==> src/design/tlgs_pkg.sv <==
package tlgs_pkg;

    localparam int MAX_W      = 64;
    localparam int MAX_H      = 64;
    localparam int ROW_AW     = $clog2(MAX_H);
    localparam int COL_AW     = $clog2(MAX_W);
    localparam int GW_W       = 7;
    localparam int CS_W       = 6;
    localparam int CS_MAX     = 32;
    localparam int PIX_W      = 12;
    localparam int DIV_CNT_W  = $clog2(PIX_W);
    localparam int NB_CNT_W   = 4;

    typedef enum logic [1:0] {
        REQ_TOGGLE,
        REQ_CLEAR,
        REQ_STEP,
        REQ_READ
    } t_req;

    typedef struct packed {
        logic              clr;
        logic              we;
        logic [ROW_AW-1:0] waddr;
        logic [ROW_AW-1:0] raddr;
        logic [MAX_W-1:0]  wdata;
    } t_mem_cmd;

    typedef struct packed {
        logic             start;
        logic [PIX_W-1:0] dividend;
        logic [CS_W-1:0]  divisor;
    } t_div_req;

endpackage

==> src/design/tlgs_row_unit.sv <==
module tlgs_row_unit import tlgs_pkg::*; (
    input  logic [MAX_W-1:0] i_prev,
    input  logic [MAX_W-1:0] i_cur,
    input  logic [MAX_W-1:0] i_next,
    input  logic [GW_W-1:0]  i_width,
    output logic [MAX_W-1:0] o_row
);

    logic [COL_AW-1:0]   last_col;
    logic [MAX_W-1:0]    rows  [3];
    logic [MAX_W-1:0]    l_nb  [3];
    logic [MAX_W-1:0]    r_nb  [3];
    logic [NB_CNT_W-1:0] nb_cnt [MAX_W];

    assign last_col = COL_AW'(i_width - GW_W'(1));
    assign rows[0]  = i_prev;
    assign rows[1]  = i_cur;
    assign rows[2]  = i_next;

    // wrapped left and right neighbors within the columns in use
    always_comb begin
        for (int r = 0; r < 3; r++) begin
            for (int x = 0; x < MAX_W; x++) begin
                if (x == 0) begin
                    l_nb[r][x] = rows[r][last_col];
                end else begin
                    l_nb[r][x] = rows[r][x-1];
                end
                if (COL_AW'(x) == last_col || x == MAX_W - 1) begin
                    r_nb[r][x] = rows[r][0];
                end else begin
                    r_nb[r][x] = rows[r][x+1];
                end
            end
        end
    end

    always_comb begin
        for (int x = 0; x < MAX_W; x++) begin
            nb_cnt[x] = NB_CNT_W'(l_nb[0][x]) + NB_CNT_W'(i_prev[x]) + NB_CNT_W'(r_nb[0][x])
                      + NB_CNT_W'(l_nb[1][x]) + NB_CNT_W'(r_nb[1][x])
                      + NB_CNT_W'(l_nb[2][x]) + NB_CNT_W'(i_next[x]) + NB_CNT_W'(r_nb[2][x]);
            if (GW_W'(x) < i_width) begin
                o_row[x] = (nb_cnt[x] == NB_CNT_W'(3))
                         || (i_cur[x] && nb_cnt[x] == NB_CNT_W'(2));
            end else begin
                o_row[x] = i_cur[x];
            end
        end
    end

endmodule

==> config.mk <==
export PLATFORM = sky130hd
export DESIGN_NAME = tlgs_row_unit
export DESIGN_NICKNAME = d
export VERILOG_FILES = /design/src/design/tlgs_pkg.sv /design/src/design/tlgs_row_unit.sv
export SDC_FILE = /design/constraint.sdc
export NUM_CORES = 1
export LEC_CHECK = 0
export ABC_AREA = 1
export BUFFER_PORTS_ARGS = -buffer_cell sky130_fd_sc_hd__buf_2
export CORE_ASPECT_RATIO = 1.2
export CORE_MARGIN = 2
export CORE_UTILIZATION = 55
export DETAILED_ROUTE_END_ITERATION = 8
export PLACE_DENSITY = 0.79
export SLEW_MARGIN = 20
export SYNTH_ARGS = -nofsm -noshare
export SYNTH_HDL_FRONTEND = slang
export SYNTH_SLANG_ARGS = --single-unit
export TNS_END_PERCENT = 20
==> constraint.sdc <==
create_clock -name vclk -period 9.56
set_input_delay 0.478 -clock vclk [all_inputs]
set_output_delay 0.478 -clock vclk [all_outputs]
set_load 0.005 [all_outputs]
==> flow_summary.toml <==
[timing]
finalSetupTns_ns = 0
setup_viol_count_final = 0
tightestPinTransition_ns = 0.964
min_period_ns = 6.76
fmax_mhz = 148
rsz0062_at_grt = "no"
period_share_pct = 70.7
final_hold_viol_count = 0
slew_viol_final = 0
relSlewSlack_pct = 35.7

[drt]
dr_total_vias = 16700
viasPerCell = 5.89
drt_pass1_iterations = 6
drc = 0
wirelength_um = 50500
drtIter0Drc = 1353
wire_per_inst_um = 17.8
ant_nets = 0

[logic_synthesis]
synth_cells = 2245
synth_top_area_cell = "fa_1"
synth_cell_types = 35
syn_area_mm2 = 0.0158
ys_seq_area_share_pct = 0
syn_nets = 2897
synth_top_area_share_pct = 32.5
synth_commonest_cells = "nand2_1, inv_1, fa_1"
yosysMostFrequentCell = "nand2_1"
yosys_warnings = 0
synth_area_per_cell_um2 = 7.02
yosys-top-cells-area = "fa_1, ha_1, nand2_1"

[critical_path]
startpoint_type = "input port"
crit_cells = 25
path_class = "input port to primary output"
cp_slowest_cell = "inv_1"
path_delay_family = "adder cells"
slowest_delay_ns = 0.62
crit_top_cell = "nand2_1"
path_max_fanout = 34
worstSetupEndpointType = "primary output"
critPathBufInv = 7
critPathArrivalTime_ns = 6.28
crit_required_ns = 9.08

[die]
die_h_um = 189
die_w_um = 159
dieArea_mm2 = 0.0300
row_count = 67
coreArea_mm2 = 0.0281
initial_core_util_pct = 56.1
io_pins = 263

[grt]
gr-total-overflow = 0
grt_antenna_before_repair = 5
use_met2_pct = 57.8
grt_util_met1_pct = 41.5
grt_pass1_vias = 16700
grt_max_degree = 96
grt-busiest-layer = "met2"
grtUsageMet3_pct = 4.51
track_usage_pct = 34.1
grt_pass1_wl_um = 81600

[worst_hold_path]
min_path_cells = 4
worstHoldStart = "i_cur[40]"
hold_path_end = "o_row[40]"
hold_path_class = "input port to primary output"

[clock_network]
ctsResizeCount = 0
postCtsSetupRepairBufs = 0
cts_hold_buffers = 0

[power_and_ir_drop]
vdd_drop_max_mv = 0.0557
p_leak_uw = 0.00918
power.density_mw_per_mm2 = 97.1

[layout]
seq_area_um2 = 0
n_clock_buffer = 0
design_area_mm2 = 0.0173
nFlopsAndLatches = 0
syn2layout_area_growth_pct = 9.99
nets = 3109
drive_above_1_share_pct = 14.0

[run_status]
status = "complete, no violations"

[placed_design]
io_buffers = 263
place.gp.congestion = 0.979
placed_area_mm2 = 0.0173
place_hpwl_um = 41400

[flow_run]
cap_violations = 0
logic make-up after synthesis:
kind of cell	count (synthesis)	synth area share, %
AOI/OAI and AO/OA	444	15.3
xor gates and xnor gates	2	0.349
adders and majority gates	453	48.2
buffers and inverters	335	8.45
and+or+nand+nor	1011	27.7
worst max path at each step:
stage / startpoint / to / slack (ns)
floorplan: i_width[0] / o_row[0] / 4.04
global placement: i_width[0] / o_row[0] / 3.08
detailed placement: i_width[0] / o_row[0] / 2.96
CTS: i_width[0] / o_row[0] / 2.93
global route: i_width[0] / o_row[0] / 2.48
finish: i_width[0] / o_row[0] / 2.80
through the flow:
| stage | setup slack (ns) | hold WS [ns] | std cells | utilization (%) | total power [µW] |
|---|---|---|---|---|---|
| 3_3_place_gp | 3.08 | 1.32 | 2834 | 61.7 | 1560 |
| 5_1_grt | 2.48 | 1.34 | 2837 | 61.7 | 1960 |
| 2_1_floorplan | 4.04 | 1.01 | 2245 | - | 1160 |
| 4_1_cts | 2.93 | 1.32 | 2834 | 61.7 | 1680 |
| 6_report | 2.80 | 1.32 | 2839 | 61.7 | 1680 |
| 3_5_place_dp | 2.96 | 1.32 | 2834 | 61.7 | 1670 |
cells in the final DEF, fill, tap and decap left out, drive strengths merged:
| master | n |
|---|---|
| nand3 | 122 |
| buf | 273 |
| o31ai | 1 |
| nand2 | 669 |
| a211oi | 1 |
| a31oi | 1 |
| o2111ai | 5 |
| inv | 272 |
| nor2 | 209 |
| xor2 | 1 |
| o22ai | 1 |
| o21ai | 216 |
| fa | 256 |
| o21a | 1 |
| o211ai | 55 |
| a211o | 6 |
| ha | 197 |
| nand4 | 11 |
| a21oi | 156 |
| xnor2 | 1 |
| diode | 5 |
| a21boi | 1 |
metal layers:
layer	up-vias	routed length, µm
li1	7729	-
met1	7920	18500
met2	845	24100
met3	220	4510
met4	2	3380
met5	-	7
power breakdown:
part           internal (µW)  switching [µW]
sequential                 0               0
combinational            706             978
clock              0.0000286               0
cell type report:
cell class | count | area (µm²)
Multi-Input combinational cell | 1910 | 14400
Fill cell | 2596 | 10700
Timing Repair Buffer | 273 | 1390
Inverter | 272 | 1030
Tap cell | 379 | 474
Antenna cell | 5 | 12.5
Note: power is estimated with default switching activity, not from simulation.
