File: src/design/tlgs_pkg.sv
package tlgs_pkg;

    localparam int MAX_W      = 64;
    localparam int MAX_H      = 64;
    localparam int ROW_AW     = $clog2(MAX_H);
    localparam int COL_AW     = $clog2(MAX_W);
    localparam int GW_W       = 7;
    localparam int CS_W       = 6;
    localparam int CS_MAX     = 32;
    localparam int PIX_W      = 12;
    localparam int DIV_CNT_W  = $clog2(PIX_W);
    localparam int NB_CNT_W   = 4;

    typedef enum logic [1:0] {
        REQ_TOGGLE,
        REQ_CLEAR,
        REQ_STEP,
        REQ_READ
    } t_req;

    typedef struct packed {
        logic              clr;
        logic              we;
        logic [ROW_AW-1:0] waddr;
        logic [ROW_AW-1:0] raddr;
        logic [MAX_W-1:0]  wdata;
    } t_mem_cmd;

    typedef struct packed {
        logic             start;
        logic [PIX_W-1:0] dividend;
        logic [CS_W-1:0]  divisor;
    } t_div_req;

endpackage

File: src/design/tlgs_row_mem.sv
module tlgs_row_mem import tlgs_pkg::*; (
    input  logic             i_clk,
    input  logic             i_rst_n,
    input  t_mem_cmd         i_cmd,
    output logic [MAX_W-1:0] o_rdata
);

    logic [MAX_W-1:0] r_mem [MAX_H];
    logic [MAX_H-1:0] r_vld;
    logic [MAX_W-1:0] r_rdata;
    logic             r_rvld;

    always_ff @(posedge i_clk) begin
        if (i_cmd.we) begin
            r_mem[i_cmd.waddr] <= i_cmd.wdata;
        end
        r_rdata <= r_mem[i_cmd.raddr];
    end

    // rows not written since reset or the last clear read as dead
    always_ff @(posedge i_clk) begin
        if (!i_rst_n) begin
            r_vld  <= '0;
            r_rvld <= 1'b0;
        end else begin
            r_rvld <= r_vld[i_cmd.raddr];
            if (i_cmd.clr) begin
                r_vld <= '0;
            end else if (i_cmd.we) begin
                r_vld[i_cmd.waddr] <= 1'b1;
            end
        end
    end

    assign o_rdata = r_rvld ? r_rdata : '0;

endmodule

File: config.mk
export PLATFORM = sky130hd
export DESIGN_NAME = tlgs_row_mem
export DESIGN_NICKNAME = d
export VERILOG_FILES = /design/src/design/tlgs_pkg.sv /design/src/design/tlgs_row_mem.sv
export SDC_FILE = /design/constraint.sdc
export NUM_CORES = 2
export LEC_CHECK = 0
export BUFFER_PORTS_ARGS = -buffer_cell sky130_fd_sc_hd__buf_2
export CORE_MARGIN = 1.5
export CORE_UTILIZATION = 40
export DETAILED_ROUTE_END_ITERATION = 10
export MAX_ROUTING_LAYER = met4
export PLACE_DENSITY = 0.68
export SYNTH_ARGS = -nofsm -noshare
export SYNTH_HDL_FRONTEND = slang
export SYNTH_SLANG_ARGS = --single-unit
File: constraint.sdc
create_clock -name i_clk -period 6.26 [get_ports i_clk]
set_input_delay 1.252 -clock i_clk [delete_from_list [all_inputs] [get_ports i_clk]]
set_output_delay 1.252 -clock i_clk [all_outputs]
set_load 0.02 [all_outputs]
==> impl_metrics.csv <==
group,metric,value,unit
status,outcome,"finished, final reports clean",
global_route,antenna_found_initial,48,
route,drt_first_pass_iters,5,
synthesis,synth_top_family_by_area,"multiplexers",
route,drc,0,
hold_path,hold_path_class,"reg2reg",
global_route,grt_pass1_vias,75800,
clocking,clk-insertion-delay-late,960,ps
pwr,power_density,320,nW/um^2
sta,setup_viol,0,
route,vias,76000,
synthesis,synthCells,6598,
critical_path,worst-setup-path-type,"reg2out",
pwr,ir_worst_vdd,240,uV
sta,fin_crit_sh,0.648,
die,std_cell_rows,231,
final_layout,area_delta_synth_final,13.6,%
clocking,h-tree-depth,5,
pwr,leakage,56.4,nW
synthesis,muxShareOfSynthArea,0.174,
route,vias_per_cell,6.01,
final_layout,fin_util,0.457,
sta,min_period,4060,ps
route,wirelength,421000,um
final_layout,drive_gt1_frac,0.296,
clocking,clkSlewWorstSetupHoldPaths,70,ps
sta,tightest_slew,1330,ps
global_route,grt.total_usage,0.213,
die,dieArea,402000,sq um
critical_path,worst-endpoint-arrival,2810,ps
synthesis,yosysWarnings,0,
sta,fmax,0.246,GHz
route,routedWlPerCell,33.3,um
route,antenna_left,0,
clocking,post_cts_buffers,0,
clocking,clockRootBuffer,"clkbuf_16",
placed_design,hpwl,226000,um
global_route,grt_overflow,0,
placed_design,io_buffers,143,
critical_path,r2r_slack,3870,ps
die,initial_core_util,0.402,
synthesis,synth_seq_area_share,0.788,
die,die_w,634,um
sta,rsz0062_at_grt,"no",
synthesis,synth.avg_cell_area,24.2,sq um
clocking,numCtsBuffers,405,
die,io_pins,144,
die,die_y,634,um
synthesis,synth_cell_types,38,
synthesis,synth_seq_cells,4225,
clocking,cts-resized-gates,0,
placed_design,place_congestion,0.804,
synthesis,synth-simple-area-share,0.00605,
sta,finalMaxSlewViolations,0,
sta,max-slew-margin-rel,0.111,
job,cap_violations,0,
route,drtIter0Drc,10000,
clocking,cts_tree,"yes",
synthesis,synth.net_count,6678,
synthesis,synth_xor_area_frac,0,
clocking,clock_path_buffers,4,
global_route,grt_max_degree,134,
final_layout,nNetsFinal,7096,
critical_path,required,5010,ps
clocking,holdBufCountCts,0,
sta,hold_slack,461,ps
final_layout,design_area,181000,sq um
sta,hold_viol_final,0,
global_route,grt_pass1_wl,587000,um
clocking,clock_sinks,4225,
synthesis,netlist_area,159000,sq um
die,core-area,396000,sq um
sta,fin_setup_tns,0,ps
sta,fin_worst_skew,45.1,ps
placed_design,place_area,168000,sq um
synthesis,synth_fa_ha_area_frac,0,
critical_path,crit_fanout,35,
critical_path,worstSetupStartpointType,"flip-flop",
critical_path,crit_path_end_kind,"output pin",
synthesis,synth_compound_area_frac,0.0205,
## sequential cells by signal, indices dropped and copies added (netlist names)
register / cells
r_mem: 4096
r_rdata: 64
r_rvld: 1
r_vld: 64
## kinds of logic after synthesis
logic type,Yosys count
compound gates,452
buf+inv,370
flops,4225
mux,1363
simple gates,188
## layer usage
| metal | track usage | share of wire | vias to the layer above |
|---|---|---|---|
| met3 | 0.0319 | 0.089 | 746 |
| met2 | 0.334 | 0.48 | 4292 |
| met5 | - | 0 | - |
| met4 | 0.0676 | 0.033 | 0 |
| met1 | 0.288 | 0.39 | 41600 |
| li1 | - | - | 29400 |
## placed cells by master, fill, tap and decap left out, types with 68 or more instances in the layout
cell,n
clkbuf_16,413
buf_12,69
dfxtp_1,128
clkbuf_1,95
edfxtp_1,4096
o22ai_1,109
and2_1,68
mux4_2,1128
clkinv_1,85
clkinv_2,80
mux2i_1,216
buf_4,166
buf_2,139
## Yosys cell counts
cell,n,area [sq um]
a2111oi_0,1,8.76
a211o_1,45,394
a21boi_0,1,7.51
a21oi_1,63,315
a221oi_1,41,359
a22o_1,38,333
a22oi_1,22,165
a311oi_1,1,8.76
and2_1,69,432
and3b_1,2,17.5
buf_1,49,184
buf_2,97,485
buf_4,49,368
buf_6,16,180
clkbuf_1,154,578
clkbuf_2,1,5.00
dfxtp_1,129,2580
edfxtp_1,4096,123000
inv_1,4,15.0
mux2_2,19,214
mux2i_1,216,2160
mux4_2,1128,25400
nand2_1,19,71.3
nand2b_1,6,37.5
nand3_1,4,20.0
nand3b_1,3,22.5
nor2_1,67,251
nor2b_1,9,56.3
nor3_1,4,20.0
o2111ai_1,1,8.76
o21a_1,64,480
o21ai_0,21,105
o22a_1,44,385
o22ai_1,109,682
o311a_1,1,10.0
or2_2,2,12.5
or3_1,1,6.26
or3b_2,2,17.5
## worst max-delay path: stages (launching register included)
cell and delay (ps):
dfxtp_4 700, buf_4 520, and2_1 290, buf_2 210
## where the power goes
group | internal (mW) | total [mW] | leakage [nW] | switching [mW]
registers | 31.3 | 31.4 | 37.9 | 0.134
logic | 1.03 | 2.61 | 12.2 | 1.59
clock network | 13.5 | 24.0 | 6.35 | 10.5
## path summary, 6_finish.rpt
check,to,from,depth (start not counted)
setup / recovery,o_rdata[19],r_rvld,3
hold / removal,r_vld[14],r_vld[14],1
setup reg to reg,r_rdata[54],r_mem[12][54],4
hold reg to reg,r_vld[14],r_vld[14],1
## metrics by stage
stage	power, mW	worst slack, ps	instances
after floorplan	33.4	1150	6598
after global placement	34.6	1380	11900
after CTS	58.3	2000	12600
after global routing	59.4	2060	12600
final	58.0	2200	12600
after detailed placement	34.6	1400	11900
## area by class of cell
| cell class | instances | area [sq um] |
|---|---|---|
| clock buffers | 525 | 10900 |
| repair buffers | 377 | 3370 |
| multi-input cells | 2003 | 32600 |
| clock inverters | 230 | 2020 |
| fillers | 31700 | 215000 |
| inverters | 4 | 15.0 |
| diodes | 33 | 82.6 |
| flip-flops and latches | 4225 | 126000 |
| well taps | 5242 | 6560 |
Power figures use the tool's default switching activity.
