<file path="config.mk">
export PLATFORM = sky130hd
export DESIGN_NAME = tlgs_div
export DESIGN_NICKNAME = d
export VERILOG_FILES = /design/src/design/tlgs_pkg.sv /design/src/design/tlgs_div.sv
export SDC_FILE = /design/constraint.sdc
export NUM_CORES = 1
export LEC_CHECK = 0
export BUFFER_PORTS_ARGS = -buffer_cell sky130_fd_sc_hd__buf_2
export CAP_MARGIN = 0
export CELL_PAD_IN_SITES_DETAIL_PLACEMENT = 0
export CELL_PAD_IN_SITES_GLOBAL_PLACEMENT = 1
export CORE_UTILIZATION = 40
export CTS_CLUSTER_DIAMETER = 200
export CTS_CLUSTER_SIZE = 30
export DETAILED_ROUTE_END_ITERATION = 10
export GPL_TIMING_DRIVEN = 0
export PLACE_DENSITY_LB_ADDON = 0.12
export SYNTH_ARGS = -nofsm -noshare
export SYNTH_HDL_FRONTEND = slang
export SYNTH_SLANG_ARGS = --single-unit
</file>
<file path="constraint.sdc">
create_clock -name i_clk -period 2 [get_ports i_clk]
set_input_delay 0 -clock i_clk [delete_from_list [all_inputs] [get_ports i_clk]]
set_output_delay 0 -clock i_clk [all_outputs]
set_load 0.03 [all_outputs]
</file>
<file path="src/design/tlgs_pkg.sv">
package tlgs_pkg;

    localparam int MAX_W      = 64;
    localparam int MAX_H      = 64;
    localparam int ROW_AW     = $clog2(MAX_H);
    localparam int COL_AW     = $clog2(MAX_W);
    localparam int GW_W       = 7;
    localparam int CS_W       = 6;
    localparam int CS_MAX     = 32;
    localparam int PIX_W      = 12;
    localparam int DIV_CNT_W  = $clog2(PIX_W);
    localparam int NB_CNT_W   = 4;

    typedef enum logic [1:0] {
        REQ_TOGGLE,
        REQ_CLEAR,
        REQ_STEP,
        REQ_READ
    } t_req;

    typedef struct packed {
        logic              clr;
        logic              we;
        logic [ROW_AW-1:0] waddr;
        logic [ROW_AW-1:0] raddr;
        logic [MAX_W-1:0]  wdata;
    } t_mem_cmd;

    typedef struct packed {
        logic             start;
        logic [PIX_W-1:0] dividend;
        logic [CS_W-1:0]  divisor;
    } t_div_req;

endpackage

</file>
<file path="src/design/tlgs_div.sv">
module tlgs_div import tlgs_pkg::*; (
    input  logic             i_clk,
    input  logic             i_rst_n,
    input  t_div_req         i_req,
    output logic             o_done,
    output logic [PIX_W-1:0] o_quot
);

    logic                 r_busy;
    logic                 r_done;
    logic [DIV_CNT_W-1:0] r_cnt;
    logic [CS_W-1:0]      r_rem;
    logic [CS_W-1:0]      r_dsr;
    logic [PIX_W-1:0]     r_quo;
    logic [CS_W:0]        rem_sh;
    logic                 q_bit;
    logic [CS_W-1:0]      n_rem;

    // restoring division, one quotient bit per cycle
    always_comb begin
        rem_sh = {r_rem, r_quo[PIX_W-1]};
        q_bit  = rem_sh >= {1'b0, r_dsr};
        if (q_bit) begin
            n_rem = CS_W'(rem_sh - {1'b0, r_dsr});
        end else begin
            n_rem = rem_sh[CS_W-1:0];
        end
    end

    always_ff @(posedge i_clk) begin
        if (!i_rst_n) begin
            r_busy <= 1'b0;
            r_done <= 1'b0;
            r_cnt  <= '0;
            r_rem  <= '0;
            r_dsr  <= '0;
            r_quo  <= '0;
        end else begin
            r_done <= 1'b0;
            if (i_req.start) begin
                r_busy <= 1'b1;
                r_cnt  <= DIV_CNT_W'(PIX_W - 1);
                r_rem  <= '0;
                r_quo  <= i_req.dividend;
                r_dsr  <= i_req.divisor;
            end else if (r_busy) begin
                r_rem <= n_rem;
                r_quo <= {r_quo[PIX_W-2:0], q_bit};
                if (r_cnt == '0) begin
                    r_busy <= 1'b0;
                    r_done <= 1'b1;
                end else begin
                    r_cnt <= r_cnt - DIV_CNT_W'(1);
                end
            end
        end
    end

    assign o_done = r_done;
    assign o_quot = r_quo;

    a_rem_below_divisor: assert property (@(posedge i_clk) disable iff (!i_rst_n)
        r_busy |-> (r_rem < r_dsr))
        else $error("divider remainder not below divisor");

    a_no_start_when_busy: assert property (@(posedge i_clk) disable iff (!i_rst_n)
        i_req.start |-> !r_busy)
        else $error("divider restarted while busy");

endmodule

</file>
==> impl_metrics.tcl <==
set metrics [dict create \
    final_layout_size_suffix_gt1_frac 0.223 \
    synth_seq_cells 30 \
    grt_overflow 0 \
    final_common_cell "buf_2" \
    cp.required_ns 2.21 \
    r2r_slack_ns 0.11 \
    worstHoldPathCells 2 \
    drt_first_pass_iters 4 \
    synth_ff_type "dfxtp_1" \
    setup_viol 0 \
    cts_sinks 30 \
    slew_viol_final 0 \
    antenna_cells 0 \
    vias_per_cell 5.12 \
    syn2layout_area_growth_pct 33.3 \
    syn-num-nets 206 \
    die_height_um 65.1 \
    grt_antenna_before_repair 0 \
    yosysWarnings 0 \
    grt_usage 0.184 \
    clk_pin_slew_ns 0.07 \
    worstPathArrival_ns 2.10 \
    start_kind "flip-flop" \
    final_cell_mix "buf_2, dfxtp_1, nand2_1" \
    place_hpwl_um 2590 \
    htree_num_levels 2 \
    routed_wl_um 3560 \
    critPathMaxStageDelay_ns 0.38 \
    cap_viol_max_count 0 \
    end_kind "flip-flop" \
    crit_type "flip-flop to flip-flop" \
    cpMaxStageDelayCell "fa_1" \
    cp_max_fo 3 \
    rsz0062_at_grt "false" \
    wl_per_cell_um 12.7 \
    slew_headroom 0.646 \
    synth_area_sq_mm 0.00159 \
    first_global_vias 1354 \
    nets 263 \
    async_reset_ff_frac 0 \
    grt_pass1_wl_um 5940 \
    min_period_ns 1.89 \
    peakVddDrop_uv 377 \
    grt_max_degree 11 \
    outcome "finished clean" \
    synth_cell_types 38 \
    synth-edff-count 0 \
    power_density_mw_per_mm2 771 \
    hold_violations 0 \
    dr.first_iter.drc_count 45 \
    min-delay-start "i_rst_n" \
    dr_total_vias 1438 \
    cts_tree "built" \
    syn-mean-instance-area_sq_um 9.10 \
    hold_end "r_cnt[0]" \
    max_freq_ghz 0.530 \
    p_leak_nw 0.998 \
    yosysSeqAreaShare 0.377 \
    dp.cells 255 \
    clock_latency_ns 0.28 \
    io_pins 34 \
    row_count 22 \
    fin_skew_ns 0.00616 \
    r2r-end "r_rem[4]" \
    portBuffers 32 \
    synth_cells 175 \
    worst_slew_pin_slew_ns 0.531 \
    numCtsBuffers 5 \
    die_area_sq_mm 0.00424 \
    die_w_um 65.1 \
    r2r_start "o_quot[11]" \
    fin_cells 281 \
    min_period_over_period 0.944 \
    start_util 0.425 \
    fin_setup_tns_ns 0 \
    r2r_cells 8 \
    hp-class "primary input to flip-flop" \
    critical_path.cell_chain "inv_1 -> ha_1 -> fa_1 -> or2b_1 -> a21oi_2 -> xor2_1 -> nand2_1 -> a31oi_1" \
    core-area_sq_mm 0.00374 \
    final_antenna_net_count 0 \
    route.detailed.drc 0 \
    gp_congestion 0.800 \
    cts-root-buf "clkbuf_8" \
    clk_path_buf_depth 2 \
    fillers 361 \
]
[how the worst max path moves through the flow]
| stage | start | endpoint | cells past startpoint |
|---|---|---|---|
| floorplan | o_quot[11] | r_rem[4] | 8 |
| CTS | o_quot[11] | r_rem[4] | 8 |
| global placement | o_quot[11] | r_rem[4] | 8 |
| detailed placement | o_quot[11] | r_rem[4] | 8 |
| global route | o_quot[11] | r_rem[4] | 8 |
| finish | o_quot[11] | r_rem[4] | 8 |
[power by group]
part	leakage (nW)	total, mW	switching [mW]	internal [mW]
combinational	0.692	0.400	0.225	0.176
clock	0.0575	0.568	0.221	0.347
sequential	0.248	0.668	0.0295	0.638
total	0.998	1.64	0.475	1.16
[metal layers]
metal | GRT usage | vias up | routed length (um)
met5 | 0 | - | 0
met4 | 0.0761 | 0 | 42
met3 | 0.0451 | 5 | 168
met2 | 0.306 | 36 | 1610
met1 | 0.227 | 663 | 1740
li1 | - | 734 | -
[sequential cells by signal (all words and copies together), names as in the netlist]
register	cells
o_quot	12
r_busy	1
r_rem	6
o_done	1
r_dsr	6
r_cnt	4
[repair_timing]
item | 4_1_cts | 5_1_grt
setup endpoints to repair | 0 | 5
endpoints found under the hold margin | 18 | 0
hold buffers | 18 | 0
resized for setup | 0 | 6
setup buffers | 0 | 0
[critical path, delay by kind of cell, from the launching register on]
family	cells	cell delay, ns
AND/OR/NAND/NOR	2	0.33
flip-flops	1	0.35
XOR/XNOR	1	0.17
AO/OA/AOI/OAI	2	0.29
buffers and inverters	1	0.08
adder cells (fa/ha/maj)	2	0.60
[area by class of cell]
| class | count | area, sq um | area share |
|---|---|---|---|
| sequential | 30 | 602 | 0.283 |
| inverter | 11 | 41.3 | 0.0194 |
| buffer | 8 | 32.5 | 0.0153 |
| tap | 48 | 60.1 | 0.0283 |
| timing repair buffer | 50 | 340 | 0.160 |
| multi-input combinational | 126 | 937 | 0.441 |
| clock buffer | 8 | 110 | 0.0519 |
[cells by family after synthesis]
logic type	Yosys count	share of synthesized area
xor gates and xnor gates	3	0.0165
buffers and inverters	19	0.0463
AOI/OAI and AO/OA	45	0.213
adders and majority gates	10	0.0833
muxes	16	0.101
and+or+nand+nor	52	0.163
DFF	30	0.377
[cells in the mapped netlist, types with 2 or more instances]
cell / number / share of area
buf_2: 2 / 0.0063
nor2_1: 5 / 0.012
o311ai_0: 2 / 0.011
nand2b_1: 5 / 0.020
nor2b_1: 7 / 0.027
or3_1: 3 / 0.012
nor3_1: 3 / 0.0094
inv_1: 10 / 0.024
a21oi_1: 7 / 0.022
nand2_1: 22 / 0.052
nand3_1: 2 / 0.0063
o211a_1: 11 / 0.069
clkbuf_1: 5 / 0.012
dfxtp_1: 30 / 0.38
a21boi_0: 3 / 0.014
xor2_1: 2 / 0.011
ha_1: 9 / 0.071
a31oi_1: 4 / 0.016
mux2i_1: 16 / 0.10
o21ai_0: 8 / 0.025
o211ai_1: 2 / 0.0094
[through the flow]
stage | worst slack, ns | util | power (mW) | hold slack, ns | instance area (sq um)
finish | 0.113 | 0.567 | 1.64 | 0.0312 | 2120
global route | 0.00563 | 0.567 | 1.72 | 0.0187 | 2120
CTS | 0.0521 | 0.562 | 1.63 | 0.0229 | 2100
detailed placement | 0.0790 | 0.484 | 1.04 | 0.228 | 1810
global placement | 0.0912 | 0.484 | 1.03 | 0.222 | 1810
floorplan | 0.00138 | - | 0.944 | 0.138 | 1590
(Power assumes the default switching activity.)
